$ cat config.mk
export PLATFORM = sky130hd
export DESIGN_NAME = ase_front
export DESIGN_NICKNAME = d
export VERILOG_FILES = /design/src/rtl/ase_pkg.sv /design/src/rtl/ase_front.sv
export SDC_FILE = /design/constraint.sdc
export NUM_CORES = 1
export LEC_CHECK = 0
export BUFFER_PORTS_ARGS = -buffer_cell sky130_fd_sc_hd__buf_2
export CAP_MARGIN = 20
export CORE_ASPECT_RATIO = 0.9
export CORE_MARGIN = 3
export CORE_UTILIZATION = 55
export DETAILED_ROUTE_END_ITERATION = 10
export GPL_ROUTABILITY_DRIVEN = 0
export GPL_TIMING_DRIVEN = 0
export PLACE_DENSITY = 0.83
export REMOVE_ABC_BUFFERS = 1
export SLEW_MARGIN = 20
export SYNTH_ARGS = -nofsm -noshare
export SYNTH_HDL_FRONTEND = slang
export SYNTH_SLANG_ARGS = --single-unit
$ cat constraint.sdc
create_clock -name clk -period 4.45 [get_ports clk]
set_clock_uncertainty 0.05 [all_clocks]
set_input_delay 0.89 -clock clk [delete_from_list [all_inputs] [get_ports clk]]
set_output_delay 0.89 -clock clk [all_outputs]
set_load 0.05 [all_outputs]
$ cat src/rtl/ase_pkg.sv
// Shared types, codes and constants for the ARM subset instruction executor.
package ase_pkg;

  localparam int MEM_BYTES_DEF = 65536;
  localparam int REG_COUNT_DEF = 14;
  localparam int QUEUE_DEPTH   = 2;

  localparam logic [3:0]  SP_INDEX    = 4'd13;
  localparam logic [31:0] SP_RESET    = 32'h0000_2000;
  localparam logic [3:0]  PC_INDEX    = 4'd15;
  localparam logic [15:0] FLAGS_INDEX = 16'd16;

  localparam logic [1:0] OPC_WRITE = 2'd0;
  localparam logic [1:0] OPC_STEP  = 2'd1;
  localparam logic [1:0] OPC_READ  = 2'd2;

  localparam logic [1:0] CLS_XFER   = 2'd1;
  localparam logic [1:0] CLS_BRANCH = 2'd2;

  localparam logic [1:0] SH_LSL = 2'd0;
  localparam logic [1:0] SH_LSR = 2'd1;
  localparam logic [1:0] SH_ASR = 2'd2;

  localparam logic [3:0] DP_AND = 4'd0;
  localparam logic [3:0] DP_EOR = 4'd1;
  localparam logic [3:0] DP_SUB = 4'd2;
  localparam logic [3:0] DP_RSB = 4'd3;
  localparam logic [3:0] DP_ADD = 4'd4;
  localparam logic [3:0] DP_TST = 4'd8;
  localparam logic [3:0] DP_TEQ = 4'd9;
  localparam logic [3:0] DP_CMP = 4'd10;
  localparam logic [3:0] DP_ORR = 4'd12;
  localparam logic [3:0] DP_MOV = 4'd13;

  localparam logic [3:0] CC_EQ = 4'd0;
  localparam logic [3:0] CC_NE = 4'd1;
  localparam logic [3:0] CC_GE = 4'd10;
  localparam logic [3:0] CC_LT = 4'd11;
  localparam logic [3:0] CC_GT = 4'd12;
  localparam logic [3:0] CC_LE = 4'd13;
  localparam logic [3:0] CC_AL = 4'd14;

  typedef struct packed {
    logic [1:0]  opcode;
    logic [15:0] location;
    logic [31:0] word_in;
  } req_t;

  typedef struct packed {
    logic [31:0] read_value;
    logic        cond_passed;
    logic        halted;
    logic        access_error;
    logic [15:0] next_pc;
  } rsp_t;

  typedef enum logic [1:0] {
    K_WRITE,
    K_STEP,
    K_READ,
    K_NOP
  } item_kind_t;

  typedef struct packed {
    item_kind_t  kind;
    logic [15:0] location;
    logic [31:0] word_in;
  } q_item_t;

  typedef enum logic [2:0] {
    S_CLEAR,
    S_IDLE,
    S_RDREG,
    S_FETCH,
    S_OPA,
    S_OPB,
    S_LOAD,
    S_DONE
  } back_state_t;

  function automatic logic [31:0] reg_init(input logic [3:0] idx);
    return (idx == SP_INDEX) ? SP_RESET : 32'd0;
  endfunction

endpackage

$ cat src/rtl/ase_front.sv
// Front end: accepts requests, classifies them and queues them for the back end.
module ase_front import ase_pkg::*; (
  input  logic    clk,
  input  logic    rst,
  input  logic    req_valid,
  output logic    req_stall,
  input  req_t    req,
  output logic    q_valid,
  input  logic    q_pop,
  output q_item_t q_item
);

  localparam int PTR_W = $clog2(QUEUE_DEPTH);

  q_item_t            entries [QUEUE_DEPTH];
  logic [PTR_W-1:0]   wr_ptr;
  logic [PTR_W-1:0]   rd_ptr;
  logic [PTR_W:0]     count;
  item_kind_t         kind;
  logic               push;

  always_comb begin
    case (req.opcode)
      OPC_WRITE: kind = K_WRITE;
      OPC_STEP:  kind = K_STEP;
      OPC_READ:  kind = K_READ;
      default:   kind = K_NOP;
    endcase
  end

  assign req_stall = (count == (PTR_W+1)'(QUEUE_DEPTH));
  assign push      = req_valid && !req_stall;
  assign q_valid   = (count != '0);
  assign q_item    = entries[rd_ptr];

  always_ff @(posedge clk) begin
    if (rst) begin
      wr_ptr <= '0;
      rd_ptr <= '0;
      count  <= '0;
    end else begin
      if (push) begin
        wr_ptr <= (wr_ptr == PTR_W'(QUEUE_DEPTH-1)) ? '0 : wr_ptr + 1'b1;
      end
      if (q_pop) begin
        rd_ptr <= (rd_ptr == PTR_W'(QUEUE_DEPTH-1)) ? '0 : rd_ptr + 1'b1;
      end
      count <= count + (PTR_W+1)'(push) - (PTR_W+1)'(q_pop);
    end
  end

  always_ff @(posedge clk) begin
    if (push) begin
      entries[wr_ptr] <= '{kind: kind, location: req.location, word_in: req.word_in};
    end
  end

endmodule

==> impl_metrics.toml <==
[run_status]
status = "finished clean"

[worst_setup_path]
endpoint_kind = "output pin"
slowest_stage = "dfxtp_4"
arrival_ns = 1.80
crit_required_ns = 3.51
worstPathCellList = "mux2_2 > buf_2"
cp_top_family = "flip-flops"
r2r_start = "count[0]"
path_max_fanout = 50
cpPeakStageDelay_ns = 0.78
crit_buf_inv = 1
start_kind = "register"
path_class = "register to output pin"

[route]
vias_per_cell = 5.010
routed_wirelength_microns = 6098
vias = 1944
wl_per_cell_microns = 15.72
drc_errors = 0
first_pass_iters = 4
postRouteAntennaNets = 0
drt_iter0_markers = 72

[yosys]
synth_edf_count = 100
synth-seq-area-share_pct = 80.31
syn_avg_cell_area_sq_um = 21.00
async_reset_ff_share_pct = 0
ys_warn_count = 0
netlist_area_sq_um = 3864
ys.flop_type = "edfxtp_1"
yosysTopAreaCellShare_pct = 77.72
yosysTopAreaCell = "edfxtp_1"
synth_area_leaders = "edfxtp_1 78%, mux2_2 13%, dfxtp_1 2.6%, buf_6 1.5%, mux2_1 1.2%"
ys_ff_latch = 105
ys_types = 23
syn_inst = 184

[clock_tree]
h-tree-depth = 3
clockRootBuffer = "clkbuf_8"
cts.sinks = 105
cts_hold_buf = 0
clk_latency_ns = 0.35
numCtsBuffers = 9
postCtsSetupBuffers = 0
clockBufferDepth = 2
cts_tree = "built"
clk_pin_slew_ns = 0.09
cts_resized = 0

[floorplanning]
fp-row-count = 28
start_util_pct = 57.74
die_h_microns = 85.52
fp.dieW_microns = 94.35
io_pins = 106
die_area_sq_um = 8068
coreArea_sq_um = 6691

[cells_and_area]
antennaDiodeCount = 0
fin_util_pct = 69.69
area_growth_pct = 20.69
layout_common_cells = "105 x buf_2, 100 x edfxtp_1, 46 x mux2_2"
nNetsFinal = 349
drive_gt1_share_pct = 58.39
fillCellCount = 458
final_common_cell = "buf_2"

[sta]
maxSlewHeadroom_pct = 54.16
hold_viol_final = 0
period_needed_ns = 2.744
worst_pin_slew_ns = 0.6876
setup_viol_count_final = 0
fin_tns_setup_ns = 0
fin_crit_sh_pct = 61.67
finalMaxSlewViolations = 0
clock.fmax_ghz = 0.3644
rsz0062_at_grt = "no"

[global_route]
antenna_found_initial = 0
overflow = 0
grt_max_degree = 51
grt_usage_pct = 15.26
grt_pass1_wl_microns = 9225
grt_pass1_vias = 1980

[worst_hold_path]
hp-class = "register to register"
worstHoldStart = "wr_ptr"

[placement]
dp_hpwl_microns = 4073
numPortBuffers = 105

[pwr]
power_per_cell_area_nw_per_um2 = 497.1
leakage_nw = 1.766
ir_worst_vdd_mv = 0.3242

[job]
cap_violations = 0
==> tightest hold or removal path, stage by stage, from the launching register on <==
cell	delay, ns
dfxtp_1	0.34
o21ai_0	0.10
a21oi_1	0.08
==> worst paths after layout <==
| check | endpoint | slack, ns | cells past startpoint |
|---|---|---|---|
| worst max-delay path | q_item[22] | 1.71 | 2 |
| worst min-delay path | wr_ptr | 0.51 | 2 |
| worst max register to register | entries[0][23] | 2.52 | 5 |
| worst min register to register | wr_ptr | 0.51 | 2 |
==> cell type report <==
type / count / area [sq um] / area share, %
Timing Repair Buffer: 106 / 545.5 / 11.70
Clock inverter: 7 / 78.83 / 1.690
Tap cell: 90 / 112.6 / 2.415
Sequential cell: 105 / 3107 / 66.62
Inverter: 4 / 15.01 / 0.3220
Multi-Input combinational cell: 67 / 680.7 / 14.60
Clock buffer: 9 / 123.9 / 2.656
==> metrics by stage <==
stage	hold WS (ns)	cell area (sq um)	total power (W)	setup slack, ns	instances
floorplan	0.4015	3795	0.001640	1.561	176
CTS	0.5095	4663	0.002342	1.680	388
global placement	0.4160	4433	0.001759	0.9180	371
detailed placement	0.4576	4461	0.001774	1.958	372
global route	0.5429	4663	0.002419	1.634	388
finish	0.5065	4663	0.002318	1.706	388
==> cells by family after synthesis <==
kind of cell,synth area share [%]
flops,80.31
fa+ha+maj,0.6476
xor+xnor,0.4535
mux,14.57
simple gates,1.587
buf+inv,2.169
compound gates,0.2588
==> cell usage after synthesis (2+ instances only) <==
| cell type | count |
|---|---|
| edfxtp_1 | 100 |
| clkbuf_1 | 2 |
| mux2_2 | 46 |
| mux2_1 | 4 |
| buf_6 | 5 |
| nor2_1 | 3 |
| inv_1 | 3 |
| dfxtp_1 | 5 |
| ha_1 | 2 |
==> layer usage <==
metal  up-vias  wire [microns]  track usage [%]
met3         8             521            4.123
met2        81            3036            26.03
met1       930            2466            18.34
met5         -               0                0
met4         0              73            6.562
li1        925               -                -
==> sequential cells by signal (all words and copies together) (netlist names), named ones only <==
| register | flops |
|---|---|
| count | 2 |
| entries | 100 |
| rd_ptr | 1 |
| wr_ptr | 1 |
==> power by group <==
group,switching (W),leakage (nW),internal [W],total [W]
Combinational,0.000371,0.688,0.000144,0.000515
Sequential,0.0000384,0.974,0.00119,0.00123
Clock,0.000308,0.104,0.000265,0.000573
(Power assumes the default switching activity.)
